===== src/sv/dhcp_request_option_checker_unit_assert.svh =====
// ----------------------------------------------------------------------------
// DHCP request option checker assertion macros
// Shared concurrent-check shorthands, sampled on clk and disabled in reset.
// ----------------------------------------------------------------------------
`ifndef DHCP_REQUEST_OPTION_CHECKER_UNIT_ASSERT_SVH
`define DHCP_REQUEST_OPTION_CHECKER_UNIT_ASSERT_SVH

// Check that cons holds in the same cycle as ante.
`define DRQC_ASSERT_SAME(lbl, ante, cons) \
	lbl: assert property (@(posedge clk) disable iff (!arst_n) (ante) |-> (cons)) \
		else $error("drqc same-cycle check failed");

// Check that cons holds in the cycle after ante.
`define DRQC_ASSERT_NEXT(lbl, ante, cons) \
	lbl: assert property (@(posedge clk) disable iff (!arst_n) (ante) |=> (cons)) \
		else $error("drqc next-cycle check failed");

`endif


===== src/sv/drqc_pkg.sv =====
// ----------------------------------------------------------------------------
// DHCP request option checker package
// Word types, per-packet parse state, verdict and walk-phase codes.
// ----------------------------------------------------------------------------
package drqc_pkg;

	localparam int MAX_OPTION_BYTES = 256;
	localparam int MAX_PACKET_BYTES = 2047;
	localparam int POS_W = $clog2(MAX_PACKET_BYTES + 1);
	localparam int LEN_W = 9;
	localparam int MIN_PACKET_BYTES = 241;

	// Header byte offsets
	localparam int POS_OP = 0;
	localparam int POS_HTYPE = 1;
	localparam int POS_HLEN = 2;
	localparam int POS_CHADDR_FIRST = 28;
	localparam int POS_CHADDR_LAST = 33;
	localparam int POS_COOKIE_FIRST = 236;
	localparam int POS_COOKIE_LAST = 239;
	localparam int POS_OPTIONS = 240;

	localparam logic [7:0] OP_REQUEST = 8'd1;
	localparam logic [7:0] HTYPE_ETHER = 8'd1;
	localparam logic [7:0] HLEN_ETHER = 8'd6;
	localparam logic [7:0] OPT_PAD = 8'd0;
	localparam logic [7:0] OPT_END = 8'd255;

	localparam logic [7:0] COOKIE [4] = '{8'h63, 8'h82, 8'h53, 8'h63};

	// Walk phases
	localparam logic [1:0] PH_CODE = 2'd0;
	localparam logic [1:0] PH_LEN = 2'd1;
	localparam logic [1:0] PH_SKIP = 2'd2;
	localparam logic [1:0] PH_DONE = 2'd3;

	// Verdict codes
	localparam logic [2:0] V_OK = 3'd0;
	localparam logic [2:0] V_MODE = 3'd1;
	localparam logic [2:0] V_SHORT = 3'd2;
	localparam logic [2:0] V_NOTREQ = 3'd3;
	localparam logic [2:0] V_COOKIE = 3'd4;
	localparam logic [2:0] V_HW = 3'd5;
	localparam logic [2:0] V_CORRUPT = 3'd6;

	typedef struct packed {
		logic [7:0] data_byte;
		logic last_byte;
		logic [47:0] source_mac;
		logic from_guest_if;
	} in_word_t;

	typedef struct packed {
		logic [2:0] verdict;
		logic [LEN_W-1:0] options_length;
		logic was_truncated;
		logic [47:0] client_mac;
	} out_word_t;

	typedef struct packed {
		logic [POS_W-1:0] byte_position;
		logic [2:0] first_fail_code;
		logic [1:0] walk_phase;
		logic [7:0] skip_left;
		logic [POS_W-1:0] options_size;
		logic end_seen;
	} parse_state_t;

	localparam parse_state_t STATE_CLEAR = '{
		byte_position: '0,
		first_fail_code: V_OK,
		walk_phase: PH_CODE,
		skip_left: '0,
		options_size: '0,
		end_seen: 1'b0
	};

endpackage


===== src/sv/drqc_step.sv =====
// ----------------------------------------------------------------------------
// DHCP request option checker byte step
// Next parse state and result word for one message byte.
// ----------------------------------------------------------------------------
module drqc_step (
	input  drqc_pkg::parse_state_t cur,
	input  drqc_pkg::in_word_t     word,
	input  logic                   ap_mode,
	output drqc_pkg::parse_state_t nxt,
	output drqc_pkg::out_word_t    result
);

	logic [drqc_pkg::POS_W-1:0] pos;
	logic [drqc_pkg::POS_W-1:0] mac_sel;
	logic [7:0] mac_byte;
	logic [7:0] skip_dec;
	logic [2:0] fail_code;
	logic fail;
	logic trunc;

	assign pos = cur.byte_position;
	assign mac_sel = drqc_pkg::POS_W'(drqc_pkg::POS_CHADDR_LAST) - pos;
	assign skip_dec = cur.skip_left - 8'd1;

	// pick the source MAC byte for client address offsets, first byte at offset 28
	always_comb begin
		case (mac_sel[2:0])
			3'd0: mac_byte = word.source_mac[7:0];
			3'd1: mac_byte = word.source_mac[15:8];
			3'd2: mac_byte = word.source_mac[23:16];
			3'd3: mac_byte = word.source_mac[31:24];
			3'd4: mac_byte = word.source_mac[39:32];
			3'd5: mac_byte = word.source_mac[47:40];
			default: mac_byte = 8'd0;
		endcase
	end

	// header checks: at most one per byte
	always_comb begin
		fail = 1'b0;
		fail_code = drqc_pkg::V_OK;
		if (pos == drqc_pkg::POS_W'(drqc_pkg::POS_OP)) begin
			fail = (word.data_byte != drqc_pkg::OP_REQUEST);
			fail_code = drqc_pkg::V_NOTREQ;
		end else if (pos == drqc_pkg::POS_W'(drqc_pkg::POS_HTYPE)) begin
			fail = (word.data_byte != drqc_pkg::HTYPE_ETHER);
			fail_code = drqc_pkg::V_HW;
		end else if (pos == drqc_pkg::POS_W'(drqc_pkg::POS_HLEN)) begin
			fail = (word.data_byte != drqc_pkg::HLEN_ETHER);
			fail_code = drqc_pkg::V_HW;
		end else if (pos >= drqc_pkg::POS_W'(drqc_pkg::POS_CHADDR_FIRST) &&
				pos <= drqc_pkg::POS_W'(drqc_pkg::POS_CHADDR_LAST)) begin
			fail = (word.data_byte != mac_byte);
			fail_code = drqc_pkg::V_HW;
		end else if (pos >= drqc_pkg::POS_W'(drqc_pkg::POS_COOKIE_FIRST) &&
				pos <= drqc_pkg::POS_W'(drqc_pkg::POS_COOKIE_LAST)) begin
			fail = (word.data_byte != drqc_pkg::COOKIE[pos[1:0]]);
			fail_code = drqc_pkg::V_COOKIE;
		end
	end

	always_comb begin
		nxt = cur;
		if (int'(pos) < drqc_pkg::MAX_PACKET_BYTES) begin
			nxt.byte_position = pos + drqc_pkg::POS_W'(1);
			if (fail) begin
				// keep the lowest nonzero code
				if (cur.first_fail_code == drqc_pkg::V_OK || fail_code < cur.first_fail_code)
					nxt.first_fail_code = fail_code;
			end
			if (int'(pos) >= drqc_pkg::POS_OPTIONS) begin
				case (cur.walk_phase)
					drqc_pkg::PH_CODE: begin
						if (word.data_byte == drqc_pkg::OPT_END) begin
							nxt.end_seen = 1'b1;
							nxt.walk_phase = drqc_pkg::PH_DONE;
						end else begin
							nxt.options_size = cur.options_size + drqc_pkg::POS_W'(1);
							if (word.data_byte != drqc_pkg::OPT_PAD)
								nxt.walk_phase = drqc_pkg::PH_LEN;
						end
					end
					drqc_pkg::PH_LEN: begin
						nxt.options_size = cur.options_size + drqc_pkg::POS_W'(1);
						nxt.skip_left = word.data_byte;
						nxt.walk_phase = (word.data_byte == 8'd0) ? drqc_pkg::PH_CODE
							: drqc_pkg::PH_SKIP;
					end
					drqc_pkg::PH_SKIP: begin
						nxt.options_size = cur.options_size + drqc_pkg::POS_W'(1);
						nxt.skip_left = skip_dec;
						if (skip_dec == 8'd0)
							nxt.walk_phase = drqc_pkg::PH_CODE;
					end
					default: begin
						nxt.walk_phase = drqc_pkg::PH_DONE;
					end
				endcase
			end
		end
	end

	assign trunc = int'(nxt.options_size) > drqc_pkg::MAX_OPTION_BYTES;

	always_comb begin
		result.client_mac = word.source_mac;
		result.options_length = '0;
		result.was_truncated = 1'b0;
		if (ap_mode && !word.from_guest_if)
			result.verdict = drqc_pkg::V_MODE;
		else if (int'(nxt.byte_position) < drqc_pkg::MIN_PACKET_BYTES)
			result.verdict = drqc_pkg::V_SHORT;
		else if (nxt.first_fail_code != drqc_pkg::V_OK)
			result.verdict = nxt.first_fail_code;
		else if (!nxt.end_seen || nxt.options_size == '0)
			result.verdict = drqc_pkg::V_CORRUPT;
		else begin
			result.verdict = drqc_pkg::V_OK;
			result.was_truncated = trunc;
			result.options_length = trunc
				? drqc_pkg::LEN_W'(drqc_pkg::MAX_OPTION_BYTES)
				: drqc_pkg::LEN_W'(nxt.options_size);
		end
	end

endmodule


===== src/sv/dhcp_request_option_checker_unit.sv =====
// A packet's verdict word passes the input register, then the result register, once the
// last byte of the packet is accepted.
// Throughput: one byte per cycle unless stalled, set by the single-byte s1-to-result step.
// A new byte is taken while a verdict waits; only a last byte held in s1 waits for space.
// Reset (arst_n low, asynchronous): clears ap_mode, parse state and both valid flags.
// ----------------------------------------------------------------------------
// DHCP request option checker
// Checks a DHCP request byte stream and walks its option TLVs, one verdict per packet.
// ----------------------------------------------------------------------------
`include "dhcp_request_option_checker_unit_assert.svh"

module dhcp_request_option_checker_unit (
	input  logic                clk,
	input  logic                arst_n,
	input  logic                cfg_wr_en,
	input  logic                cfg_wr_data,
	input  logic                in_valid,
	output logic                in_stall,
	input  drqc_pkg::in_word_t  in_word,
	output logic                out_valid,
	input  logic                out_stall,
	output drqc_pkg::out_word_t out_word
);

	// Configuration: AP-mode filter bit
	logic ap_mode_q;

	// Input stage: one accepted byte word
	logic valid_s1;
	drqc_pkg::in_word_t word_s1;

	// Per-packet parse state, updated as each s1 word retires
	drqc_pkg::parse_state_t state_q;
	drqc_pkg::parse_state_t state_nxt;

	// Result register
	logic out_valid_q;
	drqc_pkg::out_word_t out_word_q;
	drqc_pkg::out_word_t result;

	logic in_accept;
	logic adv_s1;
	logic retire_last;

	// A non-last word never needs the result register, so it always retires.
	// A last word retires once the result register is free or draining.
	assign adv_s1 = !word_s1.last_byte || !out_valid_q || !out_stall;
	assign in_stall = valid_s1 && !adv_s1;
	assign in_accept = in_valid && !in_stall;
	assign retire_last = valid_s1 && adv_s1 && word_s1.last_byte;

	always_ff @(posedge clk or negedge arst_n) begin
		if (!arst_n) begin
			ap_mode_q <= 1'b0;
		end else if (cfg_wr_en) begin
			ap_mode_q <= cfg_wr_data;
		end
	end

	// Input register: load on accept, drop when the word retires
	always_ff @(posedge clk or negedge arst_n) begin
		if (!arst_n) begin
			valid_s1 <= 1'b0;
		end else if (in_accept) begin
			valid_s1 <= 1'b1;
		end else if (adv_s1) begin
			valid_s1 <= 1'b0;
		end
	end

	always_ff @(posedge clk) begin
		if (in_accept) begin
			word_s1 <= in_word;
		end
	end

	drqc_step u_step (
		.cur     (state_q),
		.word    (word_s1),
		.ap_mode (ap_mode_q),
		.nxt     (state_nxt),
		.result  (result)
	);

	// Advance the parse state; clear it after the last byte so the next packet starts fresh
	always_ff @(posedge clk or negedge arst_n) begin
		if (!arst_n) begin
			state_q <= drqc_pkg::STATE_CLEAR;
		end else if (valid_s1 && adv_s1) begin
			state_q <= word_s1.last_byte ? drqc_pkg::STATE_CLEAR : state_nxt;
		end
	end

	// Result register: capture the verdict, hold while stalled
	always_ff @(posedge clk or negedge arst_n) begin
		if (!arst_n) begin
			out_valid_q <= 1'b0;
		end else if (retire_last) begin
			out_valid_q <= 1'b1;
		end else if (!out_stall) begin
			out_valid_q <= 1'b0;
		end
	end

	always_ff @(posedge clk) begin
		if (retire_last) begin
			out_word_q <= result;
		end
	end

	assign out_valid = out_valid_q;
	assign out_word = out_word_q;

	// Length fields are only meaningful on an ok verdict
	`DRQC_ASSERT_SAME(a_len_only_ok,
		out_valid_q && out_word_q.verdict != drqc_pkg::V_OK,
		out_word_q.options_length == '0 && !out_word_q.was_truncated)
	// Position saturates at the packet limit
	`DRQC_ASSERT_SAME(a_pos_sat, 1'b1,
		int'(state_q.byte_position) <= drqc_pkg::MAX_PACKET_BYTES)
	// A skip phase always has data bytes left
	`DRQC_ASSERT_SAME(a_skip_nonzero, state_q.walk_phase == drqc_pkg::PH_SKIP,
		state_q.skip_left != 8'd0)
	// Retiring a last byte starts the next packet from offset zero with a result pending
	`DRQC_ASSERT_NEXT(a_last_clears, retire_last,
		state_q.byte_position == '0 && out_valid_q)

endmodule

===== config.mk =====
export PLATFORM = sky130hd
export DESIGN_NAME = dhcp_request_option_checker_unit
export DESIGN_NICKNAME = d
export VERILOG_FILES = /design/src/sv/drqc_pkg.sv /design/src/sv/drqc_step.sv /design/src/sv/dhcp_request_option_checker_unit.sv
export VERILOG_INCLUDE_DIRS = /design/src /design/src/sv
export SDC_FILE = /design/constraint.sdc
export NUM_CORES = 1
export LEC_CHECK = 0
export BUFFER_PORTS_ARGS = -buffer_cell sky130_fd_sc_hd__buf_4
export CAP_MARGIN = 10
export CORE_UTILIZATION = 60
export CTS_BUF_LIST = sky130_fd_sc_hd__clkbuf_16
export DETAILED_ROUTE_END_ITERATION = 8
export PLACE_DENSITY_LB_ADDON = 0.25
export SLEW_MARGIN = 20
export SYNTH_ARGS = -nofsm -noshare
export SYNTH_HDL_FRONTEND = slang
export SYNTH_SLANG_ARGS = --single-unit

===== constraint.sdc =====
create_clock -name clk -period 7.4 [get_ports clk]
set_clock_uncertainty 0.1 [all_clocks]
set_input_delay 0.74 -clock clk [delete_from_list [all_inputs] [get_ports clk]]
set_output_delay 0.74 -clock clk [all_outputs]
set_load 0.005 [all_outputs]

==> impl_metrics.yaml <==
die:
  core_area_um2: 12600
  die_h_um: 116
  die_x_um: 116
  initial_core_util_pct: 61.4
  rows: 41
  dieArea_um2: 13400
  design.portCount: 127
synth:
  synth_xor_area_share_pct: 0.791
  ys_types: 85
  synth_top_family_by_area: "compound AO/OA/AOI/OAI gates"
  synthCells: 656
  syn_avg_cell_area_um2: 11.8
  yosys-mux-area-fraction_pct: 1.10
  yosys_warnings: 0
  yosys.area_share.adder_pct: 2.91
  synth_edf_count: 119
  syn_nets: 738
  synth-compound-area-share_pct: 17.3
  async_reset_ff_share_pct: 24.7
  synthSimpleGateAreaFrac_pct: 15.7
  syn_area_um2: 7750
  synth_seq_area_share_pct: 58.7
  synth_flop_cell: "edfxtp_1"
  synth_seq_cells: 158
critical_path:
  crit_fanout: 21
  startpoint_type: "register"
  end_kind: "register"
  timing.critical_path.mode_cell: "nor2_1"
  cp.buffers_inverters: 1
  cp_slowest_cell: "ha_1"
  required_ps: 7440
  arrival_ps: 4370
  crit_family: "compound AO/OA/AOI/OAI gates"
  crit_path_max_incr_delay_ps: 760
  worst-setup-path-type: "reg2reg"
  crit_path_cell_trace: "inv_1 > ha_1 > nor2b_1 > o211a_1 > nor2_1 > a21oi_1 > nor2_1 > nor2_1 > ha_1 > nand2_1 > a21oi_1 > a221o_2 > o21ai_0 > nand2_1 > o21ai_2 > o32ai_1"
clock_network:
  cts_resized: 0
  cts_root_buf: "clkbuf_16"
  cts_setup_buffers: 0
  clock-sinks: 158
  cts_tree: "built"
  cts_made_buffers: 17
  cts.path.max_buffers: 2
  path_clk_slew_ps: 70
  htreeDepth: 4
  clock_latency_ps: 430
  ctsHoldBuffers: 0
power:
  seqPwrFrac_pct: 42.9
  p_comb_share_pct: 18.8
  cellLeakagePower_nw: 3.63
  p_switching_mw: 0.720
  power.internal_mw: 1.78
  p_clk_share_pct: 38.4
  vdd_drop_max_v: 0.000261
  pwr_density_cell_nw_per_um2: 267
  p_sw_share_pct: 28.8
place:
  numPortBuffers: 126
  dpl_cell_area_um2: 8750
  gp_congestion: 0.914
  place_inst: 919
  place_hpwl_mm: 12.5
global_routing:
  grt_pass1_vias: 5817
  grt_remaining_overflow: 0
  antenna_found_initial: 0
  grt_max_degree: 62
  grt_use_total_pct: 29.6
  grt_first_pass_wirelength_mm: 29.5
sta:
  rsz0062_at_grt: "no"
  hold_viol: 0
  slew_headroom_pct: 30.0
  fin_tns_setup_ps: 0
  drv_slew: 0
  fin_crit_ps: 4330
  finalCritPeriodShare_pct: 58.5
  tightest_slew_ps: 1050
  setup_viol: 0
  max_freq_mhz: 231
cells_and_area:
  synthToLayoutAreaGrowth_pct: 21.3
  n_antenna_cell: 0
  final_layout_size_suffix_gt1_share_pct: 24.3
  stdcell_area_um2: 9400
  regArea_um2: 4550
  multi_input_area_um2: 2930
  final_cells: 951
  fillers: 840
  final_nets: 848
detailed_routing:
  drt_first_pass_iters: 6
  first_iter_violations: 709
  routedWlPerCell_um: 20.1
  routed_wl_mm: 19.2
  via_per_inst: 6.40
  drcViolationCount: 0
  antenna_left: 0
  via_count: 6089
flow_run:
  cap_viol_max_count: 0
hold_path:
  hold_path_class: "in2async"
outcome:
  status: "completed"
## worst reg2reg max path, stage by stage, from the launching register on
cell	delay [ps]
dfrtp_1	450
inv_1	180
ha_1	760
nor2b_1	220
o211a_1	220
nor2_1	50
a21oi_1	160
nor2_1	60
nor2_1	100
ha_1	250
nand2_1	70
a21oi_1	40
a221o_2	440
o21ai_0	100
nand2_1	90
o21ai_2	540
o32ai_1	220
## cell type report
class / count / area share [%]
Sequential cell: 158 / 48.4
Multi-Input combinational cell: 435 / 31.1
Timing Repair Buffer: 128 / 10.2
Clock buffer: 17 / 4.53
Clock inverter: 15 / 2.37
Tap cell: 172 / 2.29
Inverter: 26 / 1.04
## per-layer routing
metal | global-route usage, % | vias up | wire (um)
met5 | 0 | - | 0
met4 | 12.4 | 0 | 442
met3 | 6.28 | 47 | 1830
met2 | 48.9 | 390 | 9270
met1 | 38.3 | 2894 | 7620
li1 | - | 2758 | -
## sequential cells by signal, indices dropped and copies added (netlist names)
| name | flops |
|---|---|
| valid_s1 | 1 |
| out_valid | 1 |
| word_s1 | 58 |
| state_q | 36 |
| out_word | 61 |
| ap_mode_q | 1 |
## placed cells by master, fill, tap and decap left out, drive strengths merged, types with 17 or more instances in the layout
cell and instances:
dfrtp 39, clkbuf 17, nor2 28, nand2 45
inv 36, a21oi 35, edfxtp 119, nor3 18
o21ai 45, nor4 17, nand3 25, ha 18
buf 128
## per-stage QoR
stage          total power [mW]  hold WS (ps)  util (%)  setup WS, ps
2_1_floorplan              1.41           326         -          4140
3_3_place_gp               1.52           329      69.3          3360
5_1_grt                    2.59           228      74.5          2730
3_5_place_dp               1.54           338      69.3          3170
6_report                   2.50           187      74.5          3070
4_1_cts                    2.50           206      74.5          3170
## final timing paths
| kind | start | endpoint | slack [ps] | cells after the start |
|---|---|---|---|---|
| min reg2reg | word_s1[47] | out_word[46] | 350 | 0 |
| min in group clk | word_s1[47] | out_word[46] | 350 | 0 |
| max reg2reg | state_q[26] | out_word[59] | 3070 | 16 |
| min | arst_n | state_q[2] | 190 | 1 |
| max | state_q[26] | out_word[59] | 3070 | 16 |
| max in group asynchronous | arst_n | ap_mode_q | 6650 | 1 |
## cell usage after synthesis, types with 3 or more instances
cell type	number	area, um^2
xor2_1	3	26.3
or3_1	4	25.0
nor2b_1	16	100
dfrtp_1	39	976
xnor2_1	4	35.0
a222oi_1	6	60.1
nand4_1	11	68.8
buf_1	4	15.0
a22oi_1	13	97.6
a211oi_1	4	30.0
nor4_2	5	62.6
nor2_1	28	105
nor3_1	16	80.1
a41o_1	3	30.0
a21oi_1	34	170
a21o_1	4	30.0
nor4_1	12	75.1
nor3b_1	3	22.5
o22ai_1	7	43.8
a31oi_1	16	100
o31ai_1	6	45.0
ha_1	18	225
buf_2	13	65.1
o21ai_0	41	205
and4_1	3	26.3
clkbuf_1	16	60.1
nand2_1	45	169
o21a_1	6	45.0
a22o_1	9	78.8
nand3_1	25	125
edfxtp_1	119	3570
and3_1	8	50.1
and2_1	4	25.0
inv_1	24	90.1
mux2i_1	4	40.0
nand2b_1	11	68.8
o21ai_1	3	15.0
## cells by family (layout without fill, tap and decap cells)
group | Yosys count | after routing
adder cells (fa/ha/maj) | 18 | 18
AND/OR/NAND/NOR | 212 | 212
XOR/XNOR | 7 | 7
flip-flops | 158 | 158
multiplexers | 8 | 8
buffers and inverters | 63 | 186
AO/OA/AOI/OAI | 190 | 190
## power by group through the flow
stage	registers [mW]	logic (mW)	clock network [mW]
after floorplan	1.07	0.340	0
after global placement	1.08	0.438	0
after detailed placement	1.09	0.457	0
after CTS	1.07	0.460	0.969
after global routing	1.08	0.514	1.00
final	1.07	0.471	0.961
(Power assumes the default switching activity.)
